## config.mk

```make
export PLATFORM = sky130hd
export DESIGN_NAME = air_velocity_frame_linearizer
export DESIGN_NICKNAME = d
export VERILOG_FILES = /design/src/avfl_pkg.sv /design/src/air_velocity_frame_linearizer.sv
export SDC_FILE = /design/constraint.sdc
export NUM_CORES = 1
export LEC_CHECK = 0
export BUFFER_PORTS_ARGS = -buffer_cell sky130_fd_sc_hd__clkbuf_2
export CORE_MARGIN = 1.5
export CORE_UTILIZATION = 57
export DETAILED_ROUTE_END_ITERATION = 10
export PLACE_DENSITY = 0.78
export SLEW_MARGIN = 10
export SYNTH_ARGS = -nofsm -noshare
export SYNTH_HDL_FRONTEND = slang
export SYNTH_SLANG_ARGS = --single-unit
```

## constraint.sdc

```tcl
create_clock -name clk -period 6.42 [get_ports clk]
set_clock_uncertainty 0.15 [all_clocks]
set_input_delay 0.963 -clock clk [delete_from_list [all_inputs] [get_ports clk]]
set_output_delay 0.963 -clock clk [all_outputs]
set_load 0.005 [all_outputs]
```

## src/avfl_pkg.sv

```systemverilog
// Shared types, constants and calibration tables for the air velocity linearizer.
package avfl_pkg;

  localparam int RAW_W  = 16;  // raw reading {byte1, byte2}
  localparam int TBL_W  = 12;  // table raw points fit below 4096
  localparam int VEL_W  = 14;  // velocity in mm/s
  localparam int IDX_W  = 4;   // table index, up to 13 points
  localparam int DX_W   = 10;  // largest gap between raw points is 794
  localparam int DV_W   = 11;  // largest velocity step is 2000
  localparam int PROD_W = DX_W + DV_W;
  localparam int ALU_W  = RAW_W + 1;

  localparam int LAST_A = 8;
  localparam int LAST_B = 12;

  typedef logic [1:0] status_t;
  localparam status_t STATUS_OK        = 2'd0;
  localparam status_t STATUS_READ_FAIL = 2'd1;
  localparam status_t STATUS_CSUM_FAIL = 2'd2;

  function automatic logic [IDX_W-1:0] tbl_last(input logic model);
    tbl_last = model ? IDX_W'(LAST_B) : IDX_W'(LAST_A);
  endfunction

  function automatic logic [TBL_W-1:0] tbl_raw(input logic model, input logic [IDX_W-1:0] idx);
    logic [TBL_W-1:0] r;
    r = '0;
    if (!model) begin
      case (idx)
        4'd0: r = 12'd409;
        4'd1: r = 12'd915;
        4'd2: r = 12'd1522;
        4'd3: r = 12'd2066;
        4'd4: r = 12'd2523;
        4'd5: r = 12'd2908;
        4'd6: r = 12'd3256;
        4'd7: r = 12'd3572;
        4'd8: r = 12'd3686;
        default: r = '0;
      endcase
    end else begin
      case (idx)
        4'd0:  r = 12'd409;
        4'd1:  r = 12'd1203;
        4'd2:  r = 12'd1597;
        4'd3:  r = 12'd1908;
        4'd4:  r = 12'd2187;
        4'd5:  r = 12'd2400;
        4'd6:  r = 12'd2629;
        4'd7:  r = 12'd2801;
        4'd8:  r = 12'd3006;
        4'd9:  r = 12'd3178;
        4'd10: r = 12'd3309;
        4'd11: r = 12'd3563;
        4'd12: r = 12'd3686;
        default: r = '0;
      endcase
    end
    tbl_raw = r;
  endfunction

  function automatic logic [VEL_W-1:0] tbl_vel(input logic model, input logic [IDX_W-1:0] idx);
    logic [VEL_W-1:0] v;
    v = '0;
    if (!model) begin
      case (idx)
        4'd0: v = 14'd0;
        4'd1: v = 14'd1070;
        4'd2: v = 14'd2010;
        4'd3: v = 14'd3000;
        4'd4: v = 14'd3970;
        4'd5: v = 14'd4960;
        4'd6: v = 14'd5980;
        4'd7: v = 14'd6990;
        4'd8: v = 14'd7230;
        default: v = '0;
      endcase
    end else begin
      case (idx)
        4'd0:  v = 14'd0;
        4'd1:  v = 14'd2000;
        4'd2:  v = 14'd3000;
        4'd3:  v = 14'd4000;
        4'd4:  v = 14'd5000;
        4'd5:  v = 14'd6000;
        4'd6:  v = 14'd7000;
        4'd7:  v = 14'd8000;
        4'd8:  v = 14'd9000;
        4'd9:  v = 14'd10000;
        4'd10: v = 14'd11000;
        4'd11: v = 14'd13000;
        4'd12: v = 14'd15000;
        default: v = '0;
      endcase
    end
    tbl_vel = v;
  endfunction

endpackage

```

## src/air_velocity_frame_linearizer.sv

```systemverilog
// Sequence: a bad frame goes straight to the output state with its result registered; a clamped
// reading is resolved in the table search (one point per cycle); an inner reading runs the table
// search, the difference steps DX, DV and DR, a restoring divide and a sum step.
// Throughput: one frame at a time; in_tready is high only while the sequencer is idle and the
// previous result has been taken. One subtract/compare unit does search, difference and divide.
// Reset: rst_n synchronous active low; clears sequencer, output valid and model_select.
module air_velocity_frame_linearizer (
  input  logic        clk,
  input  logic        rst_n,
  input  logic        cfg_we,
  input  logic        cfg_wdata,     // model_select
  input  logic        in_tvalid,
  output logic        in_tready,
  input  logic [39:0] in_tdata,      // frame_byte_0 .. frame_byte_4, 8 bits each
  input  logic        in_tuser,      // read_ok
  output logic        out_tvalid,
  input  logic        out_tready,
  output logic [15:0] out_tdata,     // velocity_mm_per_s [13:0], zero pad [15:14]
  output logic [2:0]  out_tuser      // status [1:0], warning [2]
);

  localparam logic [2:0] S_IDLE   = 3'd0;
  localparam logic [2:0] S_SEARCH = 3'd1;
  localparam logic [2:0] S_DX     = 3'd2;
  localparam logic [2:0] S_DV     = 3'd3;
  localparam logic [2:0] S_DR     = 3'd4;
  localparam logic [2:0] S_DIV    = 3'd5;
  localparam logic [2:0] S_SUM    = 3'd6;
  localparam logic [2:0] S_OUT    = 3'd7;

  localparam int CNT_W = $clog2(avfl_pkg::PROD_W);

  logic [2:0]                      state_r;
  logic                            model_r;
  logic [avfl_pkg::RAW_W-1:0]      raw_r;
  logic [avfl_pkg::IDX_W-1:0]      k_r;
  logic [avfl_pkg::IDX_W-1:0]      km1;
  logic [avfl_pkg::DX_W-1:0]       dx_r;
  logic [avfl_pkg::DV_W-1:0]       dv_r;
  logic [avfl_pkg::DX_W-1:0]       dr_r;
  logic [avfl_pkg::DX_W-1:0]       rem_r;
  logic [avfl_pkg::PROD_W-1:0]     quo_r;
  logic [CNT_W-1:0]                cnt_r;
  logic                            out_valid_r;
  avfl_pkg::status_t               out_status_r;
  logic [avfl_pkg::VEL_W-1:0]      out_vel_r;

  logic [7:0]                      csum;
  avfl_pkg::status_t               status_nxt;
  logic [avfl_pkg::RAW_W-1:0]      alu_a;
  logic [avfl_pkg::RAW_W-1:0]      alu_b;
  logic [avfl_pkg::ALU_W-1:0]      alu_diff;
  logic                            alu_ge;
  logic [avfl_pkg::IDX_W-1:0]      last;

  assign in_tready  = (state_r == S_IDLE);
  assign out_tvalid = out_valid_r;
  assign out_tdata  = {2'b00, out_vel_r};
  assign out_tuser  = {(out_status_r != avfl_pkg::STATUS_OK), out_status_r};

  assign km1  = k_r - 1'b1;
  assign last = avfl_pkg::tbl_last(model_r);

  assign csum = in_tdata[7:0] + in_tdata[15:8] + in_tdata[23:16] + in_tdata[31:24]
              + in_tdata[39:32];

  always_comb begin
    if (!in_tuser) status_nxt = avfl_pkg::STATUS_READ_FAIL;
    else if (csum != 8'd0) status_nxt = avfl_pkg::STATUS_CSUM_FAIL;
    else status_nxt = avfl_pkg::STATUS_OK;
  end

  // shared subtract/compare unit
  always_comb begin
    alu_a = '0;
    alu_b = '0;
    case (state_r)
      S_SEARCH: begin
        alu_a = avfl_pkg::RAW_W'(avfl_pkg::tbl_raw(model_r, k_r));
        alu_b = raw_r;
      end
      S_DX: begin
        alu_a = raw_r;
        alu_b = avfl_pkg::RAW_W'(avfl_pkg::tbl_raw(model_r, km1));
      end
      S_DV: begin
        alu_a = avfl_pkg::RAW_W'(avfl_pkg::tbl_vel(model_r, k_r));
        alu_b = avfl_pkg::RAW_W'(avfl_pkg::tbl_vel(model_r, km1));
      end
      S_DR: begin
        alu_a = avfl_pkg::RAW_W'(avfl_pkg::tbl_raw(model_r, k_r));
        alu_b = avfl_pkg::RAW_W'(avfl_pkg::tbl_raw(model_r, km1));
      end
      S_DIV: begin
        alu_a = avfl_pkg::RAW_W'({rem_r, quo_r[avfl_pkg::PROD_W-1]});
        alu_b = avfl_pkg::RAW_W'(dr_r);
      end
      default: begin
        alu_a = '0;
        alu_b = '0;
      end
    endcase
  end

  assign alu_diff = {1'b0, alu_a} - {1'b0, alu_b};
  assign alu_ge   = !alu_diff[avfl_pkg::ALU_W-1];

  always_ff @(posedge clk) begin
    if (!rst_n) begin
      model_r <= 1'b0;
    end else if (cfg_we) begin
      model_r <= cfg_wdata;
    end
  end

  always_ff @(posedge clk) begin
    if (!rst_n) begin
      state_r     <= S_IDLE;
      out_valid_r <= 1'b0;
      k_r         <= '0;
      cnt_r       <= '0;
    end else begin
      case (state_r)
        S_IDLE: begin
          if (in_tvalid) begin
            raw_r        <= {in_tdata[15:8], in_tdata[23:16]};
            out_status_r <= status_nxt;
            out_vel_r    <= '0;
            k_r          <= '0;
            if (status_nxt != avfl_pkg::STATUS_OK) begin
              out_valid_r <= 1'b1;
              state_r     <= S_OUT;
            end else begin
              state_r <= S_SEARCH;
            end
          end
        end
        S_SEARCH: begin
          // first point at or above the reading; clamp at either end
          if (alu_ge) begin
            if (k_r == '0) begin
              out_vel_r   <= avfl_pkg::tbl_vel(model_r, k_r);
              out_valid_r <= 1'b1;
              state_r     <= S_OUT;
            end else begin
              state_r <= S_DX;
            end
          end else if (k_r == last) begin
            out_vel_r   <= avfl_pkg::tbl_vel(model_r, k_r);
            out_valid_r <= 1'b1;
            state_r     <= S_OUT;
          end else begin
            k_r <= k_r + 1'b1;
          end
        end
        S_DX: begin
          dx_r    <= alu_diff[avfl_pkg::DX_W-1:0];
          state_r <= S_DV;
        end
        S_DV: begin
          dv_r    <= alu_diff[avfl_pkg::DV_W-1:0];
          state_r <= S_DR;
        end
        S_DR: begin
          dr_r    <= alu_diff[avfl_pkg::DX_W-1:0];
          quo_r   <= avfl_pkg::PROD_W'(dx_r) * avfl_pkg::PROD_W'(dv_r);
          rem_r   <= '0;
          cnt_r   <= '0;
          state_r <= S_DIV;
        end
        S_DIV: begin
          // restoring divide, one quotient bit per cycle
          rem_r <= alu_ge ? alu_diff[avfl_pkg::DX_W-1:0] : alu_a[avfl_pkg::DX_W-1:0];
          quo_r <= {quo_r[avfl_pkg::PROD_W-2:0], alu_ge};
          cnt_r <= cnt_r + 1'b1;
          if (cnt_r == CNT_W'(avfl_pkg::PROD_W - 1)) state_r <= S_SUM;
        end
        S_SUM: begin
          out_vel_r   <= avfl_pkg::tbl_vel(model_r, km1) + quo_r[avfl_pkg::VEL_W-1:0];
          out_valid_r <= 1'b1;
          state_r     <= S_OUT;
        end
        S_OUT: begin
          if (out_tready) begin
            out_valid_r <= 1'b0;
            state_r     <= S_IDLE;
          end
        end
        default: begin
          state_r     <= S_IDLE;
          out_valid_r <= 1'b0;
        end
      endcase
    end
  end

  a_one_in_flight: assert property (@(posedge clk) disable iff (!rst_n)
    !(in_tready && out_tvalid))
    else $error("input ready while a result is pending");

  a_fail_zero_vel: assert property (@(posedge clk) disable iff (!rst_n)
    (out_tvalid && out_tuser[2]) |-> (out_tdata == 16'd0))
    else $error("nonzero velocity on a failed frame");

  a_search_bound: assert property (@(posedge clk) disable iff (!rst_n)
    (state_r == S_SEARCH) |-> (k_r <= last))
    else $error("table search ran past the last point");

  a_valid_only_out: assert property (@(posedge clk) disable iff (!rst_n)
    out_tvalid |-> (state_r == S_OUT))
    else $error("result valid outside the output state");

endmodule
```

; ---- Word-level counts from Yosys, hierarchy flattened
; Memory sizes are Yosys's and may differ from the RTL's. A register that Yosys moved wholly into a read port is not among the register bits.
; Index checks and enable logic that the tools add are counted.
[op_classes]
eq_ne = 17
muxes = 64
n_addsub = 9
n_mul = 1
reduce_logical = 19
[op_table]
columns = operator, count
row1 = $pmux W16 S5, 2
row2 = $mux W14, 11
row3 = $mux W4, 23
row4 = $mux W12, 4
row5 = $pmux W14 S3, 1
row6 = $pmux W21 S2, 1
row7 = $add A8 B8 Y8, 4
row8 = $mux W3, 8
row9 = $pmux W3 S8, 1
row10 = $mul A10 B11 Y21, 1
row11 = $pmux W10 S2, 1
row12 = $sub A16 B16 Y17, 1
row13 = $add A14 B14 Y14, 1
row14 = $eq A3 B3 Y1 const B, 4
row15 = $mux W10, 1
row16 = $ne A2 B2 Y1 const B, 5
row17 = $pmux W5 S2, 1
row18 = $pmux W4 S2, 1
row19 = $reduce_and A2 Y1, 4
row20 = $reduce_and A4 Y1, 2
row21 = $reduce_bool A2 Y1, 4
row22 = $reduce_bool A8 Y1, 1
row23 = $eq A3 B2 Y1 const B, 2
row24 = $mux W1, 6
row25 = 18 further kinds, 20
[word_totals]
mem_count = 18
reg_bits = 108
mem_bits_ro = 3376
elab_cells = 141
input_bits = 47
output_inout_bits = 21
[memory_table]
columns = name, depth, width, rd, rd_ports_with_merged_regs, write_ports, line
row1 = (name not given), 16, 12, 1, 1, 0, avfl_pkg.sv:29  ; case (idx)
row2 = (name not given), 16, 12, 1, 1, 0, avfl_pkg.sv:42  ; case (idx)
row3 = (name not given), 16, 12, 1, 0, 0, avfl_pkg.sv:29
row4 = (name not given), 16, 12, 1, 0, 0, avfl_pkg.sv:42
row5 = (name not given), 16, 12, 1, 1, 0, avfl_pkg.sv:66  ; case (idx)
row6 = (name not given), 16, 12, 1, 0, 0, avfl_pkg.sv:66
row7 = +12 memories, -, -, -, -, -, -

; ---- Longest topological paths before layout
[logic_depth]
word_depth = 11
mapped_depth = 30
mapped_depth_nobuf = 26

; ---- Least setup slack after synthesis
; No wires, ideal clock.
[synth_timing]
path_type = flip-flop to flip-flop
from = register k_r[1] (netlist name)
to = register out_vel_r[0] (netlist name), enable pin
arrival_ns = 5.555
setup_slack_ns = 0.309
n_path_buf = 4
setup_time_ns = 0.407
required_time_ns = 5.863
stages_incl_launch_ff = 28
cell_sequence = dfxtp_1 > clkbuf_1 > inv_1 > ha_1 > inv_1 > ha_1 > clkbuf_1 > buf_1 > a21oi_1 > nand2_1 > nand2_1 > a21oi_1 > a21oi_1 > a22oi_1 > o22ai_1 > ha_1 > inv_1 > fa_1 > a21o_1 > a21oi_2 > o211a_4 > o221ai_2 > buf_2 > o31ai_1 > nor2_1 > nor2_1 > nand2b_1 > a21boi_0
[synth_via]
elab_chain_len = 7
[synth_rtl]
columns = item, line
row1 = start: declaration, air_velocity_frame_linearizer.sv:36  ; logic [avfl_pkg::IDX_W-1:0] k_r;
row2 = start signal: assignment, air_velocity_frame_linearizer.sv:153  ; k_r <= k_r + 1'b1;
row3 = $sub A4 B1 Y4, air_velocity_frame_linearizer.sv:61  ; assign km1 = k_r - 1'b1;
row4 = $mem_v2 Z16 W12 (tied with other cells), -
row5 = $mux W12 / $mux W14 (equally long branches), "avfl_pkg.sv:28, avfl_pkg.sv:65"
row6 = $pmux W16 S5, air_velocity_frame_linearizer.sv:77  ; case (state_r)
row7 = $sub A16 B16 Y17, air_velocity_frame_linearizer.sv:105  ; assign alu_diff = {1'b0, alu_a} - {1'b0, alu_b};
row8 = $ne A3 B3 Y1 (no source line), -
row9 = $reduce_and A5 Y1 (no source line) *, -
row10 = end signal: assignment, air_velocity_frame_linearizer.sv:142  ; out_vel_r <= avfl_pkg::tbl_vel(model_r, k_r);
row11 = end signal: assignment, air_velocity_frame_linearizer.sv:149  ; out_vel_r <= avfl_pkg::tbl_vel(model_r, k_r);
row12 = end signal: assignment, air_velocity_frame_linearizer.sv:179  ; out_vel_r <= avfl_pkg::tbl_vel(model_r, km1) + quo_r[avfl_pkg::VEL_W-1:0];
row13 = end: declaration, air_velocity_frame_linearizer.sv:46  ; logic [avfl_pkg::VEL_W-1:0] out_vel_r;
; Mark *: on every way between the ends. The rest lies on a longest branch, timed or not.
; A chain may end at the register's enable or synchronous reset.

; ---- Final worst setup path
[layout_timing]
from = register dx_r[6] (netlist name)
to = register quo_r[20] (netlist name) (data pin)
[layout_via]
elab_chain_len = 2
[layout_rtl]
columns = item, line
row1 = start: declaration, air_velocity_frame_linearizer.sv:38  ; logic [avfl_pkg::DX_W-1:0] dx_r;
row2 = start signal: assignment, air_velocity_frame_linearizer.sv:157  ; dx_r <= alu_diff[avfl_pkg::DX_W-1:0];
row3 = $mul A10 B11 Y21, air_velocity_frame_linearizer.sv:166  ; quo_r <= avfl_pkg::PROD_W'(dx_r) * avfl_pkg::PROD_W'(dv_r);
row4 = $pmux W21 S2, air_velocity_frame_linearizer.sv:123  ; case (state_r)
row5 = end signal: assignment, air_velocity_frame_linearizer.sv:166
row6 = end signal: assignment, air_velocity_frame_linearizer.sv:174  ; quo_r <= {quo_r[avfl_pkg::PROD_W-2:0], alu_ge};
row7 = end: declaration, air_velocity_frame_linearizer.sv:42  ; logic [avfl_pkg::PROD_W-1:0] quo_r;
; No other way between the ends.

==> reports/results.tsv <==
stage	metric	value	unit
synth	Post-synth EDFFs	94	
clock_tree	total CTS buffers	17	
routing	routed vias/inst	6.00	
place	PortBufs	65	
timing	Tcrit/Tclk final	0.946	
floorplanning	# IOs	68	
timing	Tmin final	6070	ps
synth	mapped cell area	0.0133	mm2
timing	Final Hold Viols	0	
floorplanning	core area	0.0227	mm2
clock_tree	Clock Path Buffers	2	
clock_tree	Worst-path clk slew	70	ps
synth	FFs w/ async S/R, synth	0	
global_route	number of global-route vias before repair	10600	
timing	Hold Slack	352	ps
final_layout	Antenna Cells	0	
critical_path	WP data required	6450	ps
timing	final slew viol count	0	
synth	ys flop type	edfxtp_1	
critical_path	CP arrival	6100	ps
final_layout	commonest non-fill, non-tap cell in the layout	nand2_1	
final_layout	layout cells sized above 1	0.139	
routing	Routed WL per cell	19.3	um
routing	DR pass1 iterations	8	
clock_tree	H-tree depth	4	
timing	RSZ-0062 raised after global routing	no	
run_status	status	completed	
global_route	grt ovf	0	
clock_tree	CTS sink cnt	153	
global_route	GRT Util Overall	0.304	
critical_path	CP max stage cell	fa_1	
final_layout	Nets	1766	
clock_tree	worst skew pair latency	430	ps
global_route	first-pass GRT wire length	56600	um
synth	area share of the largest cell type after synthesis	0.213	
floorplanning	Starting Density	0.584	
timing	setup TNS	0	ps
place	DP Wirelength	27300	um
clock_tree	hold-fix buffers at CTS	0	
floorplanning	Die Height	155	um
critical_path	CP max FO	6	
routing	total wire length	35100	um
critical_path	cell mode on critical path	fa_1	
final_layout	most frequent cells in the layout	nand2_1, inv_1, ha_1, a21oi_1, nor2_1	
global_route	pin count of the biggest net entering global routing	40	
routing	Final ANT Viol Nets	0	
place	Placement Cell Area	0.0139	mm2
floorplanning	Die ar.	0.0242	mm2
routing	via count	10900	
floorplanning	std cell rows	55	
critical_path	CP Launch Type	flip-flop	
critical_path	CP Cell Sequence	and2_1, fa_1, inv_1, fa_1, inv_1, fa_1, fa_1, inv_1, fa_1, inv_1, ha_1, a211oi_1, o21ai_0, o221ai_2, a21oi_1, and4_1, a2111oi_2, a21oi_1, xnor2_1, o21ai_0	
synth	synth warn	0	
clock_tree	CTS root buffer	clkbuf_16	
synth	Synth area leaders	edfxtp_1, fa_1, ha_1	
floorplanning	DIE WIDTH	155	um
place	GPL Wtd Cong	0.987	
global_route	initial antenna violation count	0	
timing	Least-Margin Pin Slew	1160	ps
synth	sequential-to-total area share from yosys stat	0.302	
critical_path	max incr delay on CP	550	ps
worst_hold_path	min-delay worst type	reg -> reg	
flow_run	MaxCap Viol Count	0	
clock_tree	CTS tree	built	
routing	drc violations	0	
final_layout	Layout Utilization	0.645	
timing	setup violation total in the final timing report	0	
critical_path	CP Capture Type	flip-flop	
synth	post-synth cell types	72	
final_layout	Final Cell Area	0.0146	mm2
synth	Seq cells post-synth	153	
synth	average size of a mapped cell	9.13	um2
routing	Iteration-0 DRC Markers	1239	
critical_path	Crit Path Class	reg -> reg	
final_layout	Syn-to-layout area delta	10.5	%
synth	largest area contributor in the netlist	edfxtp_1	
timing	worst relative slew slack	0.221	
synth	Cells after Synth	1452	
timing	Achievable Freq	165	MHz
## per-layer routing
layer	GRT usage	part of all wire	up-vias
met5	0	0	-
li1	-	-	5119
met2	0.479	0.46	507
met4	0.103	0.029	0
met3	0.0577	0.087	81
met1	0.424	0.43	5179
## worst max-delay path, delay by kind of cell, from the launching register on
| family | cells | cell delay (ps) |
|---|---|---|
| AOI/OAI and AO/OA | 7 | 1430 |
| adders and majority gates | 6 | 2950 |
| xor gates and xnor gates | 1 | 160 |
| and+or+nand+nor | 2 | 450 |
| buffers and inverters | 4 | 210 |
| DFF | 1 | 480 |
## synthesized netlist by cell type, types with 5 or more instances
cell      count
a211oi_1     15
a21boi_0      5
a21o_1       20
a21oi_1     100
a21oi_2       5
a22oi_1      19
a31oi_1       9
and2_1       55
and3_1        9
buf_1        10
buf_2        10
clkbuf_1     57
dfxtp_1      59
edfxtp_1     94
fa_1         92
ha_1        111
inv_1       141
mux2_2       17
mux2i_1      27
nand2_1     162
nand2b_1     20
nand3_1      16
nor2_1      101
nor2b_1      15
nor3_1       12
o211ai_1      9
o21ai_0      79
o21ai_1       6
o221ai_1      6
o22ai_1      34
o31ai_1       6
or2_2         5
or3_1         6
xnor2_1      28
xor2_1       22
## path summary, 6_finish.rpt
kind | start | to | slack, ps | depth (start not counted)
hold reg to reg | cnt_r[1] | cnt_r[1] | 350 | 2
hold / removal | cnt_r[1] | cnt_r[1] | 350 | 2
setup reg to reg | dx_r[6] | quo_r[20] | 350 | 20
setup / recovery | dx_r[6] | quo_r[20] | 350 | 20
## cells by family after synthesis
| family | after synthesis | synth area share |
|---|---|---|
| and+or+nand+nor | 422 | 0.150 |
| AOI/OAI and AO/OA | 352 | 0.168 |
| buffers and inverters | 227 | 0.0680 |
| adders and majority gates | 203 | 0.244 |
| DFF | 153 | 0.302 |
| xor gates and xnor gates | 50 | 0.0330 |
| muxes | 44 | 0.0348 |
| other | 1 | 0.000283 |
## stage by stage
stage | setup WS (ps) | cells
6_report | 345 | 1814
5_1_grt | 1.03 | 1814
4_1_cts | 140 | 1798
3_5_place_dp | 154 | 1766
3_3_place_gp | 286 | 1766
2_1_floorplan | 309 | 1453
## area by class of cell
class | count | area [um2]
repair buffers | 126 | 783
multi-input cells | 1073 | 8370
fillers | 1817 | 8070
well taps | 285 | 357
clock buffers | 17 | 425
clock inverters | 15 | 155
inverters | 145 | 547
flip-flops and latches | 153 | 4010
## repair_timing
| item | CTS | global route |
|---|---|---|
| setup buffers | 0 | 16 |
| resized for setup | 0 | 1 |
| setup endpoints to repair | 0 | 3 |
Power is left out: the tool's default activity adds up to more than one toggle a clock period on the data nets, which glitch-free logic cannot reach.
